--- config.mk ---
export PLATFORM = sky130hd
export DESIGN_NAME = sws_div
export DESIGN_NICKNAME = d
export VERILOG_FILES = /design/src/hw/rtl/sws_pkg.sv /design/src/hw/rtl/sws_div.sv
export SDC_FILE = /design/constraint.sdc
export NUM_CORES = 1
export LEC_CHECK = 0
export BUFFER_PORTS_ARGS = -buffer_cell sky130_fd_sc_hd__clkbuf_2
export CAP_MARGIN = 5
export CORE_MARGIN = 3
export CORE_UTILIZATION = 35
export CTS_BUF_LIST = sky130_fd_sc_hd__clkbuf_16
export CTS_CLUSTER_SIZE = 24
export DETAILED_ROUTE_END_ITERATION = 16
export SYNTH_ARGS = -nofsm -noshare
export SYNTH_HDL_FRONTEND = slang
export SYNTH_SLANG_ARGS = --single-unit
--- constraint.sdc ---
create_clock -name clk -period 7.36 [get_ports clk]
set_clock_uncertainty 0.1 [all_clocks]
set_input_delay 0.736 -clock clk [delete_from_list [all_inputs] [get_ports clk]]
set_output_delay 0.736 -clock clk [all_outputs]
set_load 0.05 [all_outputs]
--- src/hw/rtl/sws_pkg.sv ---
// Shared types and constants for the sliding-window mean / std block.
// No dependencies; used by every module under hw/rtl.
package sws_pkg;

  localparam int LEN_W = 11;                          // window_length register width
  localparam logic [LEN_W-1:0] LEN_RESET = 11'd64;    // window_length after reset
  localparam int VW = 64;                             // width of m*Q, S*S and the variance
  localparam int FRAC_W = 8;                          // fractional bits of both results
  localparam int ROOT_W = VW / 2 + FRAC_W;            // root bits: one per bit pair of v*2^16
  localparam int START_W = 32;
  localparam int MEAN_W = 24;
  localparam int STD_W = 24;
  localparam int OUT_W = START_W + MEAN_W + STD_W;

  typedef enum logic [2:0] {
    ST_IDLE,
    ST_LOAD,
    ST_PREP,
    ST_MUL,
    ST_VAR,
    ST_ROOT,
    ST_OUT
  } sws_state_t;

  // Control of one serial unit: load its operands, or advance one step.
  typedef struct packed {
    logic load;
    logic step;
  } sws_ctl_t;

endpackage

--- src/hw/rtl/sws_div.sv ---
// Restoring divider fed with the dividend one bit per step, MSB first.
// Keeps the low Q_W quotient bits and flags a nonzero remainder. Depends on sws_pkg.
module sws_div #(
  parameter int D_W = 11,
  parameter int Q_W = 24
) (
  input  logic               clk,
  input  sws_pkg::sws_ctl_t  ctl,
  input  logic               bit_in,
  input  logic [D_W-1:0]     divisor,
  output logic [Q_W-1:0]     quot,
  output logic               rem_nz
);

  logic [D_W-1:0] rem;
  logic [D_W:0]   trial;
  logic           ge;

  assign trial = {rem, bit_in};
  assign ge    = trial >= {1'b0, divisor};

  always_ff @(posedge clk) begin
    if (ctl.load) begin
      rem  <= '0;
      quot <= '0;
    end else if (ctl.step) begin
      rem  <= ge ? D_W'(trial - {1'b0, divisor}) : trial[D_W-1:0];
      quot <= {quot[Q_W-2:0], ge};
    end
  end

  assign rem_nz = rem != '0;

endmodule

==> metrics.txt, run 1 <==
Detailed Place HPWL 2.882 mm; simple-gate area share of the yosys netlist 18.85%; data required time of the critical path between 7 and 8 ns; Cells after DPL 318; Leakage Power about 1.1 nW; clock-pin slew reported for the worst setup and hold paths after clock tree synthesis approximately 0.050 ns; proportion of synthesized chip area in sequential cells 37.31%; area inside the core boundary 5140 um2; worst-case vdd ir drop between 0.1 and 0.15 mV; total die area 6281 um2; average cell area after synthesis between 8 and 9 um2; main combinational cell family by area after synthesis simple AND/OR/NAND/NOR gates; r2r startpoint rem[0]; post-layout instance count excluding filler cells 326; reg-to-reg setup timing slack between 4 and 5 ns; most used standard cells in the synthesized netlist 39 x nor2_1, 35 x dfxtp_1, 23 x mux2i_1, 22 x nand2_1, 15 x inv_1; number of global-route vias before repair roughly 1500; combined area of the multi-input logic cells 1075 um2; most area-consuming cells after synthesis dfxtp_1 37%, mux2i_1 12%, nor2_1 7.8%, ha_1 7.3%, nand2_1 4.4%; largest area contributor in the synthesized netlist dfxtp_1; number of flops mapped to enable cells by yosys 0; wire length of the first global-routing pass 6.941 mm; final total negative setup slack 0 ns; hold depth 2; power density over the cells 237.1 nW/um2; arithmetic-cell share of the synthesized area counting full adders, half adders and majority gates about 8.4%; Final Critical Period 3.036 ns; dominant cell by count in the synthesized netlist nor2_1; number of nets with antenna violations after detailed routing 0; area taken by flip-flops and latches around 700 um2; max cap viols 0; outcome finished, final reports clean; share of the clock period used by the worst path 41.25%; worst slack, placed 4.053 ns; netlist area before placement 1878 um2; TritonCTS clock tree built; highest achievable clock rate 329.4 MHz; element type at the critical path start input port; post-synthesis xor/xnor area fraction approximately 2.8%; worst slew pin tran approximately 0.76 ns; Synth warnings 0; timing startpoint of the critical path bit_in; Crit Path Max Fanout 11; Cell variety after synth 39; number of buffers created by CTS 5; hold wc startpoint quot[23]; clock latency at the later pin of the worst-skew pair 0.27 ns; total overflow reported by the global router 0; destination of the worst hold path quot[23]; routed len/inst 12.31 um; proportion of synthesized flip-flops having asynchronous set or reset 0%; weighted congestion at the end of routability-driven global placement 0.8761; overall die width around 80 um; initial cell density of the core 36.54%; post-synthesis instance total around 220; share of layout cells above drive strength 1 about a fifth; total of hold buffers inserted after clock tree synthesis 0; Slew Limit Headroom approximately half; vias after detailed routing 1606; number of synthesized register bits 35; final setup vio count 0; Worst Setup Slack, final 4.324 ns; compound-cell area share of the yosys netlist 14.92%; quantity of gates resized following cts 0; # nets final 282; CTS root buf clkbuf_16; Crit. End Element register; number of DRC violations after detailed-routing iteration 0 104; depth of the most critical reg-to-reg path 9; capture instance of the worst register-to-register path rem[2]; Final Max Slew Viols 0; Port-buffer cells 39; final hold vios 0; Post-CTS Setup Inserts 0; setup repair after global routing missed its margin false; ports placed on the boundary 40; count of antenna diodes in the layout 0; detail-routed via count per cell 4.926; type of the worst setup path in -> reg; multiplexer fraction of the synthesized cell area 12.26%; Synthesized Nets 246; Chip Height 79.25 um; number of clock sinks 35; WP data arrival 3.11 ns; count of standard-cell rows 26; post-detailed-route DRC marker count 0; number of antenna violations at the first check in global routing 0; worst hold path type reg -> reg; level count of the clock H-tree 2; Main synth FF type dfxtp_1; Initial DRT Pass Iterations 4; all-layer global routing usage 13.72%; FILL cells 553; maximum number of pins on one net before global-route repair 50; wire length after detailed routing 4.014 mm; area share of the largest cell type after synthesis roughly 37%; area grow syn2layout 21.72%; Max Buffers Root-to-Sink 2
## power by group
group / leakage, nW / internal (mW) / switching [mW]
clock: 0.0812 / 0.158 / 0.0730
sequential: 0.284 / 0.197 / 0.00859
combinational: 0.732 / 0.0417 / 0.0642
total: 1.10 / 0.396 / 0.146
## how the worst max path moves through the flow
stage / slack, ns / cells past startpoint / end
2_1_floorplan: 4.51 / 10 / rem[10]
3_3_place_gp: 4.13 / 11 / rem[2]
3_5_place_dp: 4.05 / 11 / rem[2]
4_1_cts: 4.33 / 11 / rem[2]
5_1_grt: 4.05 / 11 / rem[2]
6_report: 4.32 / 11 / rem[2]
## cells by family after synthesis
logic type / count (synthesis)
buf+inv: 26
xor+xnor: 6
fa+ha+maj: 12
compound gates: 37
simple gates: 80
mux: 23
flops: 35
## sequential cells by signal, summed over array words and instances, names as in the netlist
signal / count
quot: 24
rem: 11
## placed cells by master (no fill, tap or decap), types with 2 or more instances in the layout
cell type,Yosys,routed
dfxtp_1,35,35
a31oi_1,2,2
nor4_1,2,2
mux2i_1,23,23
nor3_1,2,2
clkbuf_16,0,5
inv_1,15,15
nand3_1,4,4
xor2_1,2,2
clkbuf_2,0,39
nand2_1,22,22
nor2_1,39,39
a21oi_1,7,7
a21o_1,3,3
o21ai_0,3,3
nand2b_1,5,5
or3b_2,2,2
a311oi_1,8,8
xnor2_1,4,4
a211oi_1,2,2
ha_1,11,11
## stage by stage
stage | power (mW) | util, % | instance area, um2 | hold WS [ns]
floorplan | 0.2916 | - | 1878 | 0.3797
global placement | 0.3154 | 41.29 | 2122 | 0.3936
detailed placement | 0.3155 | 41.29 | 2122 | 0.3994
CTS | 0.5473 | 44.47 | 2286 | 0.4091
global route | 0.5697 | 44.47 | 2286 | 0.4404
finish | 0.5419 | 44.47 | 2286 | 0.4008
## final cells by class
type,count,area share [%]
Timing Repair Buffer,40,8.867
Inverter,15,2.463
Sequential cell,35,30.65
Clock buffer,5,5.473
Multi-Input combinational cell,158,47.02
Tap cell,70,3.831
Clock inverter,3,1.697
## worst max-delay path, cell delays in order
cell,delay [ns]
clkbuf_2,0.09
inv_1,0.04
ha_1,0.21
fa_1,0.38
nand2b_2,0.22
a21oi_2,0.19
a41o_1,0.13
a21oi_1,0.07
o21ai_1,0.61
nand3_1,0.16
a311oi_1,0.28
## routing by layer
metal,GRT usage (%),part of all wire (%),up-vias
li1,-,-,836
met1,19.68,49,730
met2,20.20,45,38
met3,3.628,5.5,2
met4,3.780,0.35,0
met5,0,0,-
(Power assumes the default switching activity.)
==> run 2, diff against run 1 <==
Clock period 7.36 ns to 2.6 ns, I/O delays scaled along.
==> metrics.txt, run 2 (synthesized netlist as in run 1, its figures left out) <==
outcome finished, final reports clean; Chip Height 79.25 um (unchanged); combinational power share 22.8% (+3.3 points); share of the clock period used by the worst path 93.29%; number of clock sinks 35 (unchanged); Global Route met3 Usage 3.855% (+0.23 points); FILL cells 557 (+0.72%); wire length after detailed routing 4.092 mm (+1.9%); total overflow reported by the global router 0 (unchanged); Detailed Place HPWL 3.162 mm (+9.7%); weighted congestion at the end of routability-driven global placement 0.9064 (+3.5%); Design Area, Final 2325 um2 (+1.7%); clock-pin slew reported for the worst setup and hold paths after clock tree synthesis 0.05 ns (about the same); worst-case vdd ir drop 0.3284 mV (+180%); Port-buffer cells 39 (unchanged); vias after detailed routing 1613 (+0.44%); detail-routed via count per cell 4.829 (-2.0%); overall die width 79.25 um (unchanged); count of standard-cell rows 26 (unchanged); # nets final 290 (+2.8%); final setup vio count 0 (unchanged); combined area of the multi-input logic cells 1080 um2 (+0.47%); highest achievable clock rate 412.3 MHz; flip-flop count of the largest register, all copies and words added 24 (unchanged); power after layout 1.462 mW (+170%); Final Max Slew Viols 0 (unchanged); number of DRC violations after detailed-routing iteration 0 77 (-26%); clock latency at the later pin of the worst-skew pair 0.27 ns (about the same); net switching fraction of the power 28.57% (+1.7 points); post-detailed-route DRC marker count 0 (unchanged); worst slew pin tran 0.5802 ns (-0.1837 ns); number of buffers created by CTS 5 (unchanged); cell internal power dissipation 1.044 mW (+160%); WP data arrival 2.51 ns (-0.60 ns); Crit Path Max Fanout 3 (-8); area grow syn2layout 23.78%; initial cell density of the core 36.54% (unchanged); data required time of the critical path 2.69 ns (-4.74 ns); number of nets with antenna violations after detailed routing 0 (unchanged); Initial DRT Pass Iterations 4 (unchanged); count of antenna diodes in the layout 0 (unchanged); most frequent cells in the layout 39 x nor2_1, 39 x clkbuf_2, 35 x dfxtp_1, 23 x mux2i_1, 22 x nand2_1; switching pwr 0.4176 mW (+190%); Leakage Power 1.138 nW (+3.7%); number of antenna violations at the first check in global routing 0 (unchanged); GRT met2 Usage 21.55% (+1.3 points); maximum number of pins on one net before global-route repair 31 (-38%); element type at the critical path start register; TritonCTS clock tree built; number of global-route vias before repair 1543 (+3.5%); Slew Limit Headroom 61.32% (+12 points); ports placed on the boundary 40 (unchanged); registers with the highest flip-flop counts quot (24), rem (11); met1 Usage GRT 19.58% (-0.097 points); share of layout cells above drive strength 1 22.73% (+2.0 points); worst hold path type in -> reg; portion of total power attributed to the clock network 37.6% (-5.0 points); area taken by flip-flops and latches 700.7 um2 (unchanged); total die area 6281 um2 (unchanged); power density over the cells 628.8 nW/um2 (+170%); wire length of the first global-routing pass 7.100 mm (+2.3%); all-layer global routing usage 14.31% (+0.59 points); type of the worst setup path reg -> reg; Crit. End Element register; layer with the highest usage met2; setup repair after global routing missed its margin false; Cell Area, Placed 2182 um2 (+2.8%); max cap viols 0 (unchanged); Hold WS 0.1692 ns (-0.2315 ns); Max Buffers Root-to-Sink 2 (unchanged); CTS root buf clkbuf_16; routed len/inst 12.25 um (-0.50%); Final Critical Period roughly 2.4 ns; Seq pwr share 39.6% (+1.7 points); level count of the clock H-tree 2 (unchanged); final hold vios 0 (unchanged); area inside the core boundary 5140 um2 (unchanged); largest register by flop count quot
==> run 2: repair_timing <==
action	CTS	global route
gates resized for setup	0	1
endpoints found under the setup margin	0	1
hold buffers	0	0
setup buffers	0	0
==> run 2: area by class of cell <==
| type | instances | share of cell area (%) |
|---|---|---|
| inverter | 15 | 2.422 |
| clock inverter | 3 | 0.5382 |
| tap | 70 | 3.767 |
| clock buffer | 5 | 5.382 |
| timing repair buffer | 48 | 11.30 |
| multi-input combinational | 158 | 46.45 |
| sequential | 35 | 30.14 |
==> run 2: worst paths after layout <==
path / from / endpoint / slack [ns] / cells after the start
setup / recovery: rem[0] / rem[10] / 0.17 / 9
setup reg to reg: rem[0] / rem[10] / 0.17 / 9
hold / removal: bit_in / rem[0] / 0.17 / 3
hold reg to reg: quot[0] / quot[0] / 0.41 / 2
==> run 2: worst max-delay path, cell delays in order, from the launching register on <==
cell	delay, ns
dfxtp_1	0.33
inv_1	0.06
fa_1	0.40
nand2b_4	0.17
a211oi_2	0.26
o2111ai_1	0.13
a31oi_1	0.22
nor3_1	0.06
or3b_1	0.36
a311oi_2	0.23
==> run 2: per-layer routing <==
| metal | share of wire, % | vias to the layer above |
|---|---|---|
| met5 | 0 | - |
| met2 | 43 | 29 |
| li1 | - | 851 |
| met3 | 4.2 | 6 |
| met4 | 1.1 | 0 |
| met1 | 52 | 727 |
==> run 2: through the flow <==
step	TNS, ns	util (%)	instances	setup slack, ns
2_1_floorplan	0	-	219	0.2254
3_3_place_gp	0	42.45	326	0.03480
3_5_place_dp	-0.01543	42.45	326	-0.01543
4_1_cts	0	45.13	334	0.1661
5_1_grt	0	45.23	334	0.005477
6_report	0	45.23	334	0.1745
==> run 2: power groups by stage <==
stage / clock network (mW) / registers, mW / logic [mW]
final: 0.549 / 0.579 / 0.333
after global routing: 0.599 / 0.582 / 0.374
after CTS: 0.567 / 0.580 / 0.332
after detailed placement: 0 / 0.591 / 0.331
after global placement: 0 / 0.591 / 0.332
after floorplan: 0 / 0.593 / 0.233
