--- src/hw/rtl/sws_pkg.sv ---
// Shared types and constants for the sliding-window mean / std block.
// No dependencies; used by every module under hw/rtl.
package sws_pkg;

  localparam int LEN_W = 11;                          // window_length register width
  localparam logic [LEN_W-1:0] LEN_RESET = 11'd64;    // window_length after reset
  localparam int VW = 64;                             // width of m*Q, S*S and the variance
  localparam int FRAC_W = 8;                          // fractional bits of both results
  localparam int ROOT_W = VW / 2 + FRAC_W;            // root bits: one per bit pair of v*2^16
  localparam int START_W = 32;
  localparam int MEAN_W = 24;
  localparam int STD_W = 24;
  localparam int OUT_W = START_W + MEAN_W + STD_W;

  typedef enum logic [2:0] {
    ST_IDLE,
    ST_LOAD,
    ST_PREP,
    ST_MUL,
    ST_VAR,
    ST_ROOT,
    ST_OUT
  } sws_state_t;

  // Control of one serial unit: load its operands, or advance one step.
  typedef struct packed {
    logic load;
    logic step;
  } sws_ctl_t;

endpackage

--- src/hw/rtl/sws_sqrt.sv ---
// Digit-by-digit integer square root of v*2^16, one root bit per step, MSB first.
// The newest root bit is exposed for a divider running one step behind. Depends on sws_pkg.
module sws_sqrt (
  input  logic                    clk,
  input  sws_pkg::sws_ctl_t       ctl,
  input  logic [sws_pkg::VW-1:0]  value,
  output logic                    root_bit
);

  localparam int RW = sws_pkg::ROOT_W;

  logic [sws_pkg::VW-1:0] vsh;
  logic [RW-1:0]          root;
  logic [RW+1:0]          rem;
  logic [RW+3:0]          rem_sh;
  logic [RW+3:0]          trial;
  logic                   ge;

  // vsh shifts in zeros, which supplies the trailing zero pairs for the scaling
  assign rem_sh = {rem, vsh[sws_pkg::VW-1 -: 2]};
  assign trial  = {2'b00, root, 2'b01};
  assign ge     = rem_sh >= trial;

  always_ff @(posedge clk) begin
    if (ctl.load) begin
      vsh  <= value;
      root <= '0;
      rem  <= '0;
    end else if (ctl.step) begin
      vsh  <= vsh << 2;
      rem  <= ge ? (RW+2)'(rem_sh - trial) : rem_sh[RW+1:0];
      root <= {root[RW-2:0], ge};
    end
  end

  assign root_bit = root[0];

endmodule

--- config.mk ---
export PLATFORM = sky130hd
export DESIGN_NAME = sws_sqrt
export DESIGN_NICKNAME = d
export VERILOG_FILES = /design/src/hw/rtl/sws_pkg.sv /design/src/hw/rtl/sws_sqrt.sv
export SDC_FILE = /design/constraint.sdc
export NUM_CORES = 1
export LEC_CHECK = 0
export BUFFER_PORTS_ARGS = -buffer_cell sky130_fd_sc_hd__buf_2
export CAP_MARGIN = 10
export CORE_MARGIN = 5
export CORE_UTILIZATION = 35
export DETAILED_ROUTE_END_ITERATION = 10
export GPL_TIMING_DRIVEN = 0
export SETUP_SLACK_MARGIN = 0.3
export SYNTH_ARGS = -nofsm -noshare
export SYNTH_HDL_FRONTEND = slang
export SYNTH_SLANG_ARGS = --single-unit
--- constraint.sdc ---
create_clock -name clk -period 2.93 [get_ports clk]
set_clock_uncertainty 0.15 [all_clocks]
set_input_delay 0.1465 -clock clk [delete_from_list [all_inputs] [get_ports clk]]
set_output_delay 0.1465 -clock clk [all_outputs]
set_load 0.005 [all_outputs]
==> impl_metrics.toml, run 1 <==
[routing]
ant_nets = 0
drc = 0
vias = 7601
firstDrtPassIters = 5
routed_wirelength_mm = 25.0
routedWlPerCell_um = 17.3
viasPerCell = 5.26
first_iter_violations = 497

[synth]
yosysTopAreaCell = "edfxtp_1"
syn-num-nets = 1004
synth_warnings = 0
synthArstFlopShare_pct = 0
synth_top_area_share_pct = 22.3
ys_types = 60
synth.avg_cell_area_um2 = 9.62
synth-seq-cells = 146
synth_edf_count = 64
yosys-top-cells-area = "edfxtp_1 22%, dfxtp_1 19%, mux2_2 8.1%"
syn-cell-area_mm2 = 0.00861
syn_inst = 895
synthFlopType = "dfxtp_1"
ys_seq_area_share_pct = 41.4

[global_routing]
first_global_vias = 7599
antenna_found_initial = 0
grt_overflow_total = 0
grt_use_total_pct = 17.3
grt_pass1_wl_mm = 39.2
grt_max_degree = 65

[run_status]
violations = "negative setup slack"
status = "finished with violations"

[critical_path]
worstPathCellList = "inv_2, ha_4, nor2b_4, o31a_1, o311ai_2, nand3_2, o2111a_2, o21a_4, nor2_8, buf_6, buf_6, buf_16, nand2_2, a311oi_1"
path_class = "register to register"
worst_ep_required_time_ns = 3.11
crit_path_frequent_cell = "buf_6"
cp-start-kind = "register"
cp_max_fo = 5
endpoint_kind = "register"
arrival_ns = 3.29
critPathMaxStageDelay_ns = 0.47
cpMaxStageDelayCell = "edfxtp_1"

[clock_tree]
cts_tree = "yes"
clock_latency_ns = 0.44
clock_sinks = 146
clkTransAtPathRegs_ns = 0.06
htreeDepth = 4
clockBufferDepth = 2
clock-root-buffer = "clkbuf_16"
cts_buffers = 17

[placement]
globalplace.congestion = 0.884
hpwlAfterDp_mm = 15.5
port_buffers = 66
pre_cts_ws_ns = -0.477

[floorplan]
coreArea_mm2 = 0.0242
ios = 68
initial_core_util_pct = 35.5
dieArea_mm2 = 0.0278
die_h_um = 167
row_count = 57
die_w_um = 167

[power_and_ir_drop]
power_mw = 13.0
peakVddDrop_uv = 523
static-leakage-power_nw = 4.81
p_per_area_mw_per_mm2 = 1070

[timing]
rsz0062_at_grt = "yes"
fin_ws_ns = -0.174
maxSlewHeadroom_pct = 35.7
hold_viol = 0
worst_pin_slew_ns = 0.965
holdWs_ns = 0.0505
finalMaxSlewViolations = 0
max_freq_mhz = 322
finalSetupTns_ns = -4.70
fin_crit_ns = 3.10
finalCritPeriodShare_pct = 106
setup_viol = 41

[final_layout]
flow.area_growth_from_synthesis_pct = 41.9
drive_gt1_share_pct = 38.1
fillers = 2194
multi_input_area_mm2 = 0.00540
post-route-util_pct = 50.4
insertedDiodeCount = 0
seqCellArea_mm2 = 0.00359
mostFrequentLayoutCells = "98 x nor2_1, 68 x buf_2, 64 x dlygate4sd3_1, 64 x edfxtp_1, 62 x mux2_2"
final_nets = 1216
mostFrequentLayoutCell = "nor2_1"

[min_path]
holdCritPathClass = "input pin to register"

[flow_run]
max-cap-violations = 0
-- synth_stat cells (2+ instances only) --
master	instances
a2111oi_0	3
xor2_1	13
o221ai_1	2
a21o_1	9
nand3b_1	2
o21ai_1	2
a211oi_1	9
a21oi_1	58
dfxtp_1	82
and4_1	2
nand4_1	16
a311oi_1	15
nor4_1	2
nand2_2	17
o31ai_1	2
mux2_2	62
buf_2	7
buf_1	7
nand2_1	77
nor3b_1	3
a31oi_1	9
mux2i_1	40
nor2b_1	5
nand3_1	9
inv_1	52
xnor2_1	21
ha_1	42
nand2b_1	5
a311oi_2	17
buf_4	4
clkbuf_1	31
edfxtp_1	64
o311a_1	2
and3_1	7
o211ai_1	6
o21ai_0	33
and2_1	5
o21bai_1	7
o21a_1	5
buf_12	3
nor2_1	103
nor3_1	14
or2_2	3
or3_1	2
-- power breakdown --
part           internal, mW  leakage (nW)  switching (mW)
Sequential             2.45          1.33           0.285
Combinational          3.88          3.19            4.15
Clock                  1.29         0.288            1.00
-- routing by layer --
layer	vias up	routed length, µm	part of all wire [%]	global-route usage, %
li1	3647	-	-	-
met1	3661	11000	44	22.6
met2	237	11800	47	28.0
met3	56	1500	6.0	4.12
met4	0	689	2.8	6.12
met5	-	0	0	0
-- cells by family (layout without fill, tap and decap cells) --
kind of cell / count (synthesis) / after routing / share of synthesized area, %
muxes: 102 / 102 / 12.8
and+or+nand+nor: 276 / 276 / 14.9
xor gates and xnor gates: 34 / 34 / 3.46
buffers and inverters: 105 / 330 / 5.43
adders and majority gates: 42 / 42 / 6.10
AOI/OAI and AO/OA: 190 / 190 / 15.9
DFF: 146 / 146 / 41.4
-- final timing paths --
check,end,from,cells past startpoint,slack (ns)
worst max-delay path,rem[39]$_SDFFE_PP0P_,vsh[62]$_DFFE_PP_,14,-0.17
worst min-delay path,rem[37]$_SDFFE_PP0P_,ctl[0],4,0.05
worst max register to register,rem[39]$_SDFFE_PP0P_,vsh[62]$_DFFE_PP_,14,-0.17
worst min register to register,root[7]$_SDFFE_PP0P_,root[7]$_SDFFE_PP0P_,2,0.35
-- stage by stage --
step | area, µm² | instances
finish | 12200 | 1444
global route | 12200 | 1444
CTS | 11500 | 1421
detailed placement | 9450 | 1285
global placement | 9440 | 1285
floorplan | 8710 | 895
-- sequential cells by signal, summed over array words and instances, names as in the netlist --
name and count:
rem 42, root 40, vsh 64
-- worst max-delay path, delay by kind of cell, from the launching register on --
family	cells	cell delay [ns]
adder cells (fa/ha/maj)	1	0.15
buffers and inverters	4	0.49
AND/OR/NAND/NOR	4	0.33
AO/OA/AOI/OAI	5	1.40
flip-flops	1	0.47
-- area by class of cell --
class                           count  area share, %
Clock inverter                     14           1.36
Clock buffer                       18           3.51
Buffer                             53           3.19
Tap cell                          324           3.32
Inverter                           52           1.60
Timing Repair Buffer              193           13.4
Multi-Input combinational cell    644           44.2
Sequential cell                   146           29.4
-- repair_timing --
| item | 4_1_cts | 5_1_grt |
|---|---|---|
| hold endpoints to repair | 64 | 0 |
| buffers inserted | 36 | 22 |
| gates cloned | 4 | 1 |
| pin swaps | 28 | 56 |
| hold buffers | 64 | 0 |
| gates resized for setup | 86 | 134 |
| setup endpoints to repair | 43 | 43 |
(Power assumes the default switching activity.)
==> run 2: changes to the inputs <==
==> constraint.sdc (replaced) <==
create_clock -name clk -period 3.4 [get_ports clk]
set_clock_uncertainty 0.15 [all_clocks]
set_input_delay 0.17 -clock clk [delete_from_list [all_inputs] [get_ports clk]]
set_output_delay 0.17 -clock clk [all_outputs]
set_load 0.005 [all_outputs]
==> run 2 against run 1 <==
- the flow now finishes without violations
- first-iteration DRC count shrank 28%
- critical path depth down 1
- clock power is 18% lower
- count of clock-buffer cells in the layout down 1
- register-to-register slack gained 0.47 ns
- design area decreased by 8.1%
- utilization down 4.1 points
- non-clock buffer count shrank 41
- wire length is 7.2% lower
- cell count is 2.6% lower
- critical path type unchanged
- critical endpoint is now rem[13]$_SDFFE_PP0P_
==> impl_metrics.toml, run 2 (synthesized netlist as in run 1, its figures left out) <==
[clock_tree]
clock_sinks = 146
cts_tree = "yes"
clkTransAtPathRegs_ns = 0.07
htreeDepth = 4
clock-root-buffer = "clkbuf_16"
cts_buffers = 17
clock_latency_ns = 0.43
clockBufferDepth = 2

[power_and_ir_drop]
p_per_area_mw_per_mm2 = 856
p_int_mw = 5.54
swShare_pct = 42.3
peakVddDrop_uv = 474
combPwrFrac_pct = 56.5
power_mw = 9.61
power_switching_mw = 4.07
seq_power_share_pct = 24.0
static-leakage-power_nw = 4.36
p_clk_share_pct = 19.5

[critical_path]
worstPathCellList = "inv_2, ha_4, nor2b_4, o31a_1, o311ai_2, nand3_2, o2111a_2, o21a_4, nor2_8, buf_12, buf_12, nand2_2, a311oi_2"
cp-start-kind = "register"
endpoint_kind = "register"
cp_max_fo = 6
cpMaxStageDelayCell = "dfxtp_2"
crit_path_frequent_cell = "buf_12"
critPathBufInv = 3
critPathMaxStageDelay_ns = 0.35
arrival_ns = 3.28
worst_ep_required_time_ns = 3.57
path_class = "register to register"
cpLargestDelayFamily = "compound AO/OA/AOI/OAI gates"

[placement]
port_buffers = 66
globalplace.congestion = 0.881
hpwlAfterDp_mm = 15.5

[timing]
finalCritPeriodShare_pct = 91.4
hold_viol = 0
max_freq_mhz = 322
setup_viol = 0
finalMaxSlewViolations = 0
worst_pin_slew_ns = 0.882
maxSlewHeadroom_pct = 41.2
fin_crit_ns = 3.11
rsz0062_at_grt = "yes"
holdWs_ns = 0.0589

[routing]
firstDrtPassIters = 5
routedWlPerCell_um = 16.5
drc = 0
viasPerCell = 5.12
vias = 7202
first_iter_violations = 359
routed_wirelength_mm = 23.2
ant_nets = 0

[floorplan]
dieArea_mm2 = 0.0278
die_h_um = 167
row_count = 57
die_w_um = 167
initial_core_util_pct = 35.5
ios = 68
coreArea_mm2 = 0.0242

[final_layout]
top_regs = "vsh: 64 flops, rem: 42 flops, root: 40 flops"
top_register = "vsh"
mostFrequentLayoutCells = "101 x nor2_1, 76 x nand2_1, 72 x dfxtp_1"
drive_gt1_share_pct = 28.9
final_nets = 1175
largest_register_ffs = 64
post-route-util_pct = 46.3
mostFrequentLayoutCell = "nor2_1"
flow.area_growth_from_synthesis_pct = 30.4

[flow_run]
max-cap-violations = 0

[global_routing]
grt_pass1_wl_mm = 36.4
first_global_vias = 7149
grt_use_total_pct = 15.9
antenna_found_initial = 3
grt_max_degree = 65
grt_overflow_total = 0

[run_status]
status = "finished clean"

[min_path]
holdCritPathClass = "input pin to register"
## run 2: cell types whose count changed in the layout (fill, tap and decap cells not counted), moves of 10 or more
cell     previous run  this run
ha_4               19         6
buf_4              45        20
ha_1               23        33
dfxtp_1            60        72
nand2_4            11         1
nand2_1            60        76
dfxtp_2            21        10
## run 2: per-stage QoR
stage | instances | instance area (µm²) | setup WS [ns] | setup TNS [ns]
6_report | 1406 | 11200 | 0.294 | 0
5_1_grt | 1406 | 11200 | 0.225 | 0
3_5_place_dp | 1285 | 9350 | -0.0994 | -0.893
4_1_cts | 1385 | 10700 | 0.296 | 0
3_3_place_gp | 1285 | 9350 | -0.0609 | -0.146
2_1_floorplan | 895 | 8610 | 0.415 | 0
## run 2: power groups by stage
stage | combinational, mW | sequential [mW] | clock [mW]
floorplan | 3.40 | 2.26 | 0
global placement | 4.30 | 2.32 | 0
detailed placement | 4.32 | 2.32 | 0
CTS | 4.60 | 2.29 | 1.90
global route | 5.88 | 2.34 | 1.97
finish | 5.43 | 2.31 | 1.87
## run 2: worst min-delay path, delay by kind of cell
kind                   cells  cell delay, ns
AO/OA/AOI/OAI              2            0.20
buffers and inverters      1            0.13
AND/OR/NAND/NOR            1            0.08
## run 2: final cells by class
type	instances	area, µm²
clock buffer	17	425
buffer	53	327
inverter	52	195
multi-input combinational	644	4960
sequential	146	3580
fill	2289	13000
timing repair buffer	152	1190
tap	324	405
clock inverter	15	146
antenna	3	7.51
## run 2: worst paths after layout
path | from | end | slack [ns] | cells after the start
setup / recovery | root[0]$_SDFFE_PP0P_ | rem[13]$_SDFFE_PP0P_ | 0.29 | 13
hold / removal | ctl[0] | rem[37]$_SDFFE_PP0P_ | 0.06 | 4
hold reg to reg | root[39]$_SDFFE_PP0P_ | root[39]$_SDFFE_PP0P_ | 0.35 | 2
setup reg to reg | root[0]$_SDFFE_PP0P_ | rem[13]$_SDFFE_PP0P_ | 0.29 | 13
## run 2: routing by layer
metal | vias up | global-route usage, % | wire (µm)
li1 | 3563 | - | -
met1 | 3432 | 20.9 | 10800
met2 | 170 | 25.8 | 10900
met3 | 37 | 3.79 | 1090
met4 | 0 | 4.98 | 485
met5 | - | 0 | 0
## run 2: what timing repair did
| item | in CTS | in global routing |
|---|---|---|
| hold endpoints to repair | 64 | 0 |
| gates resized for setup | 22 | 104 |
| pin swaps | 4 | 29 |
| cloned | 0 | 3 |
| setup buffers | 4 | 15 |
| hold buffers | 64 | 0 |
| endpoints found under the setup margin | 42 | 42 |
