<file path="config.mk">
export PLATFORM = sky130hd
export DESIGN_NAME = sws_ser_mul
export DESIGN_NICKNAME = d
export VERILOG_FILES = /design/src/hw/rtl/sws_pkg.sv /design/src/hw/rtl/sws_ser_mul.sv
export SDC_FILE = /design/constraint.sdc
export NUM_CORES = 1
export LEC_CHECK = 0
export CELL_PAD_IN_SITES_DETAIL_PLACEMENT = 0
export CELL_PAD_IN_SITES_GLOBAL_PLACEMENT = 1
export CORE_MARGIN = 3
export CORE_UTILIZATION = 25
export DETAILED_ROUTE_END_ITERATION = 12
export DONT_BUFFER_PORTS = 1
export PLACE_DENSITY = 0.55
export SLEW_MARGIN = 20
export SYNTH_ARGS = -nofsm -noshare
export SYNTH_HDL_FRONTEND = slang
export SYNTH_SLANG_ARGS = --single-unit
</file>
<file path="constraint.sdc">
create_clock -name clk -period 2.61 [get_ports clk]
set_clock_uncertainty 0.15 [all_clocks]
set_input_delay 0.522 -clock clk [delete_from_list [all_inputs] [get_ports clk]]
set_output_delay 0.522 -clock clk [all_outputs]
set_load 0.02 [all_outputs]
</file>
<file path="src/hw/rtl/sws_pkg.sv">
// Shared types and constants for the sliding-window mean / std block.
// No dependencies; used by every module under hw/rtl.
package sws_pkg;

  localparam int LEN_W = 11;                          // window_length register width
  localparam logic [LEN_W-1:0] LEN_RESET = 11'd64;    // window_length after reset
  localparam int VW = 64;                             // width of m*Q, S*S and the variance
  localparam int FRAC_W = 8;                          // fractional bits of both results
  localparam int ROOT_W = VW / 2 + FRAC_W;            // root bits: one per bit pair of v*2^16
  localparam int START_W = 32;
  localparam int MEAN_W = 24;
  localparam int STD_W = 24;
  localparam int OUT_W = START_W + MEAN_W + STD_W;

  typedef enum logic [2:0] {
    ST_IDLE,
    ST_LOAD,
    ST_PREP,
    ST_MUL,
    ST_VAR,
    ST_ROOT,
    ST_OUT
  } sws_state_t;

  // Control of one serial unit: load its operands, or advance one step.
  typedef struct packed {
    logic load;
    logic step;
  } sws_ctl_t;

endpackage

</file>
<file path="src/hw/rtl/sws_ser_mul.sv">
// Shift-and-add multiplier, one multiplier bit per step, product kept mod 2^P_W.
// Depends on sws_pkg (control struct).
module sws_ser_mul #(
  parameter int A_W = 16,
  parameter int B_W = 16,
  parameter int P_W = 32
) (
  input  logic               clk,
  input  sws_pkg::sws_ctl_t  ctl,
  input  logic [A_W-1:0]     a,
  input  logic [B_W-1:0]     b,
  output logic [P_W-1:0]     prod
);

  logic [P_W-1:0] mcand;
  logic [B_W-1:0] mplier;
  logic [P_W-1:0] acc;

  // once the multiplier bits run out, further steps leave acc unchanged
  always_ff @(posedge clk) begin
    if (ctl.load) begin
      mcand  <= P_W'(a);
      mplier <= b;
      acc    <= '0;
    end else if (ctl.step) begin
      if (mplier[0]) begin
        acc <= acc + mcand;
      end
      mcand  <= mcand << 1;
      mplier <= mplier >> 1;
    end
  end

  assign prod = acc;

endmodule

</file>
==> impl_metrics.csv, run 1 <==
group,metric,value,unit
cells_and_area,area_growth,26.2,%
job,max-cap-violations,0,
timing,tightest_slew,451,ps
floorplan,dieArea,20700,µm²
timing,slew_viol_final,0,
setup_path,critPathKind,"reg -> reg",
synthesis,yosysSeqAreaShare,0.405,
synthesis,synth_top_family_by_area,"compound AO/OA/AOI/OAI gates",
synthesis,synth_cell_types,60,
cells_and_area,nets,614,
placement,gp_congestion,0.857,
grt,grt_overflow_total,0,
clock_tree,clock_sinks,80,
grt,grt_max_degree,71,
floorplan,floorplan.initialDensity,0.259,
power_and_ir_drop,combPwrFrac,0.213,
setup_path,start_kind,"flop",
synthesis,synthCells,480,
cells_and_area,stdcell_count,780,
floorplan,die_y,144,µm
timing,timing.final.ws_setup,-107,ps
min_path,hold_class,"in -> reg",
grt,grt_pass1_wl,20.9,mm
timing,min_period,2720,ps
floorplan,pin_count,67,
clock_tree,cts_root_buf,"clkbuf_16",
synthesis,synthMuxAreaShare,0.109,
cells_and_area,final_common_cell,"buf_4",
timing,max_freq,368,MHz
synthesis,synth_fa_ha_area_frac,0.0859,
placement,dp.cells,761,
power_and_ir_drop,vdd_drop_max,0.296,mV
placement,io_buffers,0,
setup_path,reg2reg_slack,-110,ps
power_and_ir_drop,power_per_cell_area,596,nW/µm²
min_path,hold_depth,1,
timing,grt_setup_unrepaired,"true",
power_and_ir_drop,p_clk_frac,0.382,
timing,slew_headroom,0.699,
outcome,violations,"negative setup slack",
grt,grt_pass1_vias,3977,
setup_path,crit_required,2700,ps
timing,fin_setup_tns,-368,ps
placement,pre_cts_slack,-173,ps
grt,grtUsageTotal,0.129,
clock_tree,cts_buffers,9,
routing,wl_per_cell,16.6,µm
floorplan,coreArea,18300,µm²
setup_path,cp-end-kind,"flop",
setup_path,worstPathArrival,2810,ps
clock_tree,insertion_delay,350,ps
synthesis,syn_avg_cell_area,9.89,µm²
setup_path,reg2reg_from,"mcand[0]",
power_and_ir_drop,seqPwrFrac,0.405,
timing,hold_ws,82.7,ps
routing,wirelength,12.9,mm
routing,drt_iter0_drc,204,
routing,via_per_inst,4.90,
placement,place_area,5490,µm²
power_and_ir_drop,leakagePower,2.49,nW
synthesis,synth-edff-count,32,
cells_and_area,final_layout_size_suffix_gt1_frac,0.307,
timing,fin_crit_sh,1.04,
setup_path,regToRegEndpoint,"prod[16]",
timing,report.final.hold_viol_count,0,
clock_tree,clk_path_buf_depth,2,
routing,drt_first_pass_iters,4,
setup_path,r2r_cells,11,
min_path,hold_start,"ctl[1]",
routing,vias,3822,
cells_and_area,antennaDiodeCount,0,
placement,dp_hpwl,9.74,mm
synthesis,ys_ff_latch,80,
cells_and_area,design_area,5990,µm²
synthesis,ys_warn_count,0,
floorplan,die_w,144,µm
synthesis,synth_compound_area_frac,0.195,
clock_tree,holdBufCountCts,0,
floorplan,std_cell_rows,49,
outcome,status,"finished, violations left",
power_and_ir_drop,p_int,2.61,mW
power_and_ir_drop,switchingPower,0.964,mW
cells_and_area,layout_common_cells,"buf_4 (80), dfxtp_1 (47), nand2_1 (46), a21oi_1 (38), nor2_1 (36)",
clock_tree,path_clk_slew,60,ps
timing,setup_violations,4,
synthesis,synth_area,4750,µm²
synthesis,synth-simple-area-share,0.121,
routing,antenna_left,0,
synthesis,synth_nets,547,
grt,antenna_found_initial,3,
setup_path,crit_fanout,3,
clock_tree,tritoncts,"yes",
power_and_ir_drop,p_sw_frac,0.270,
synthesis,synth-async-reset-ratio,0,
routing,drc_errors,0,
synthesis,synth-main-ff-cell,"dfxtp_1",
synthesis,synthXorXnorAreaFrac,0.0480,
min_path,hold_end,"prod[0]",
clock_tree,htree_levels,3,
==> through the flow <==
stage | power [mW] | util
after global placement | 2.17 | 0.300
after detailed placement | 2.18 | 0.300
after floorplan | 1.93 | -
after CTS | 3.59 | 0.320
final | 3.57 | 0.327
after global routing | 3.75 | 0.327
==> power by group through the flow <==
stage / Clock (mW) / Sequential, mW / Combinational, mW
finish: 1.36 / 1.45 / 0.761
floorplan: 0 / 1.49 / 0.435
global placement: 0 / 1.47 / 0.702
CTS: 1.41 / 1.44 / 0.736
global route: 1.46 / 1.46 / 0.835
detailed placement: 0 / 1.47 / 0.705
==> worst max-delay path: stages, from the launching register on <==
cell and delay, ps:
edfxtp_1 400, ha_2 200, fa_2 350, a21o_4 230
a221o_1 340, a221oi_2 220, buf_4 170, buf_4 110
nor3_1 40, nor2_1 110, xnor2_1 80, a22o_1 200
==> cells in the mapped netlist, types with 3 or more instances <==
master    count  area, µm²
a211oi_1      6       45.0
a21boi_0      3       22.5
a21o_1       10       75.1
a21o_2        6       52.6
a21oi_1      43        215
a221oi_1      3       26.3
a22o_1       13        114
a31oi_1       6       37.5
and2_1        4       25.0
and3_1        3       18.8
clkbuf_1     14       52.6
clkbuf_8      3       41.3
dfxtp_1      48        961
edfxtp_1     32        961
ha_1         31        388
inv_1         5       18.8
mux2_2       31        349
mux2i_1      17        170
nand2_1      46        173
nand2b_1      4       25.0
nand3_1       6       30.0
nand4_1      10       62.6
nor2_1       38        143
nor3_1        3       15.0
o211ai_1      3       22.5
o21a_1        4       30.0
o21ai_0      19       95.1
or3_1         3       18.8
xnor2_1      17        149
xor2_1        9       78.8
==> sequential cells by signal, summed over array words and instances, names as in the netlist <==
signal / count
mcand: 32
mplier: 16
prod: 32
==> kinds of logic (layout without fill, tap and decap cells) <==
family,count (synthesis),after routing
AO/OA/AOI/OAI,137,137
AND/OR/NAND/NOR,126,126
flip-flops,80,80
multiplexers,48,48
adder cells (fa/ha/maj),32,32
buffers and inverters,31,102
XOR/XNOR,26,26
==> worst max path at each step <==
stage                        start  endpoint  depth (start not counted)  slack [ps]
after global routing      mcand[0]  prod[16]                         11        -210
after detailed placement  mcand[0]  prod[30]                          9        -170
after CTS                 mcand[0]  prod[28]                         10        -140
final                     mcand[0]  prod[16]                         11        -110
after global placement    mcand[0]  prod[28]                         10        -130
after floorplan           mcand[0]  prod[28]                          9           6
==> area by class of cell <==
| class | count | area (µm²) |
|---|---|---|
| Multi-Input combinational cell | 369 | 2820 |
| Clock buffer | 10 | 229 |
| Tap cell | 229 | 287 |
| Fill cell | 1878 | 12300 |
| Timing Repair Buffer | 82 | 632 |
| Clock inverter | 5 | 82.6 |
| Sequential cell | 80 | 1920 |
| Inverter | 5 | 18.8 |
==> metal layers <==
| layer | vias to the layer above | wire (µm) | track usage |
|---|---|---|---|
| li1 | 1923 | - | - |
| met1 | 1806 | 6050 | 0.160 |
| met2 | 64 | 5910 | 0.210 |
| met3 | 23 | 728 | 0.0409 |
| met4 | 6 | 222 | 0.0476 |
| met5 | - | 34 | 0 |
==> timing repair <==
item,4_1_cts,5_1_grt
resized for setup,9,25
setup endpoints to repair,10,17
pin swaps,2,8
setup buffers,2,2
(Power assumes the default switching activity.)
==> inputs of run 2 (changes only) <==
CELL_PAD_IN_SITES_DETAIL_PLACEMENT = 1   (was 0)
==> run 2 against run 1 <==
  * The run still ends with negative setup slack left
  * Sequential share of layout area shrank 0.30 points
  * Total power shrank 2.6%
  * Worst hold slack gained 0.93 ps
  * Sequential power is essentially flat
  * Global-route usage grew 1.1 points
  * Register-to-register slack lost 30 ps
  * Fmax shrank 1.1%
  * First-iteration DRC count shrank 11%
  * Critical path type unchanged
  * Largest cell class unchanged
==> impl_metrics.csv, run 2 (synthesized netlist as in run 1, its figures left out) <==
group,metric,value,unit
cells_and_area,multiInputGateArea,2880,µm²
clock_tree,path_clk_slew,70,ps
setup_path,critPathKind,"reg -> reg",
power_and_ir_drop,vdd_drop_max,0.291,mV
setup_path,path_delay_family,"compound AO/OA/AOI/OAI gates",
floorplan,die_y,144,µm
setup_path,crit_required,2710,ps
placement,gp_congestion,0.857,
clock_tree,clk_path_buf_depth,2,
timing,min_period,2750,ps
timing,hold_ws,83.6,ps
floorplan,dieArea,20700,µm²
power_and_ir_drop,switchingPower,1.03,mW
placement,dp.cells,761,
setup_path,cp_num_buf_inv,2,
timing,setup_violations,4,
cells_and_area,ff_latch_area,1920,µm²
placement,io_buffers,0,
grt,grt_overflow_total,0,
routing,antenna_left,0,
power_and_ir_drop,power.total,3.48,mW
setup_path,r2r_cells,10,
power_and_ir_drop,power_per_cell_area,575,nW/µm²
floorplan,die_w,144,µm
cells_and_area,fin_util,0.330,
power_and_ir_drop,p_sw_frac,0.297,
setup_path,reg2reg_slack,-140,ps
routing,drt_first_pass_iters,4,
clock_tree,cts_buffers,9,
grt,grt_max_degree,71,
floorplan,floorplan.initialDensity,0.259,
cells_and_area,antennaDiodeCount,0,
routing,drt_iter0_drc,182,
outcome,status,"finished, violations left",
power_and_ir_drop,p_int,2.45,mW
setup_path,cpMaxStageDelayCell,"edfxtp_1",
cells_and_area,final_common_cell,"buf_4",
timing,slew_viol_final,0,
setup_path,crit_fanout,3,
grt,grtUsageTotal,0.140,
setup_path,critical_path.max_stage_delay,390,ps
routing,vias,3887,
floorplan,std_cell_rows,49,
floorplan,coreArea,18300,µm²
grt,grt_pass1_vias,4248,
setup_path,regToRegEndpoint,"prod[20]",
timing,tightest_slew,457,ps
routing,wirelength,14.1,mm
outcome,violations,"negative setup slack",
clock_tree,tritoncts,"yes",
clock_tree,clock_sinks,80,
clock_tree,cts_root_buf,"clkbuf_16",
timing,slew_headroom,0.692,
timing,fin_crit_sh,1.05,
setup_path,cp-end-kind,"flop",
cells_and_area,nets,618,
cells_and_area,fill_cells,2037,
cells_and_area,layout_common_cells,"buf_4 (83), dfxtp_1 (47), nand2_1 (45), a21oi_1 (37), nor2_1 (36)",
power_and_ir_drop,leakagePower,2.52,nW
clock_tree,insertion_delay,350,ps
setup_path,worst_path_most_repeated_cell,"buf_4",
setup_path,reg2reg_from,"mcand[0]",
placement,dp_hpwl,10.5,mm
cells_and_area,stdcell_count,785,
clock_tree,holdBufCountCts,0,
timing,grt_setup_unrepaired,"true",
setup_path,worstPathArrival,2840,ps
grt,grt_pass1_wl,22.8,mm
job,max-cap-violations,0,
routing,drc_errors,0,
setup_path,start_kind,"flop",
routing,wl_per_cell,17.9,µm
power_and_ir_drop,seqPwrFrac,0.416,
setup_path,worstPathCellList,"ha_2 > fa_2 > a21o_4 > a221o_1 > a221oi_2 > buf_4 > o21ai_4 > buf_4 > xor2_1 > a22o_1",
min_path,hold_depth,1,
min_path,hold_end,"prod[0]",
timing,timing.final.ws_setup,-138,ps
cells_and_area,final_layout_size_suffix_gt1_frac,0.329,
min_path,hold_start,"ctl[1]",
power_and_ir_drop,combPwrFrac,0.234,
power_and_ir_drop,p_clk_frac,0.351,
grt,antenna_found_initial,3,
cells_and_area,area_growth,27.4,%
routing,via_per_inst,4.95,
clock_tree,htree_levels,3,
timing,report.final.hold_viol_count,0,
timing,max_freq,364,MHz
floorplan,pin_count,67,
min_path,hold_class,"in -> reg",
[run 2: worst max path at each step]
| stage | start | endpoint | slack, ps | cells past startpoint |
|---|---|---|---|---|
| after global routing | mcand[0] | prod[28] | -220 | 10 |
| after CTS | mcand[0] | prod[28] | -140 | 10 |
| after floorplan | mcand[0] | prod[28] | 6 | 9 |
| after detailed placement | mcand[0] | prod[30] | -240 | 9 |
| after global placement | mcand[0] | prod[28] | -130 | 10 |
| final | mcand[0] | prod[20] | -140 | 10 |
[run 2: power by group through the flow]
stage | Sequential, mW | Combinational, mW | Clock, mW
2_1_floorplan | 1.49 | 0.435 | 0
3_3_place_gp | 1.47 | 0.702 | 0
3_5_place_dp | 1.47 | 0.716 | 0
4_1_cts | 1.44 | 0.755 | 1.27
5_1_grt | 1.46 | 0.893 | 1.33
6_report | 1.45 | 0.814 | 1.22
[run 2: metal layers]
layer | GRT usage | routed length [µm] | vias to the layer above | part of all wire
met5 | 0 | 34 | - | 0.0024
met4 | 0.0426 | 222 | 6 | 0.016
met2 | 0.230 | 6560 | 67 | 0.47
met3 | 0.0516 | 940 | 21 | 0.067
li1 | - | - | 1924 | -
met1 | 0.171 | 6320 | 1869 | 0.45
[run 2: area by class of cell]
class	instances	area share
sequential	80	0.318
clock buffer	9	0.0372
tap	229	0.0474
clock inverter	7	0.00890
inverter	5	0.00310
timing repair buffer	86	0.110
multi-input combinational	369	0.475
[run 2: per-stage QoR]
stage | setup TNS (ps) | instance area, µm² | setup slack [ps]
after floorplan | 0 | 4760 | 6.24
after global placement | -413 | 5490 | -133
after detailed placement | -979 | 5490 | -235
after CTS | -534 | 5880 | -143
after global routing | -1390 | 6050 | -222
final | -513 | 6050 | -138
[run 2: timing repair]
action | 4_1_cts | 5_1_grt
buffers inserted | 4 | 5
resized for setup | 17 | 29
pin swaps | 9 | 12
setup endpoints to repair | 14 | 19
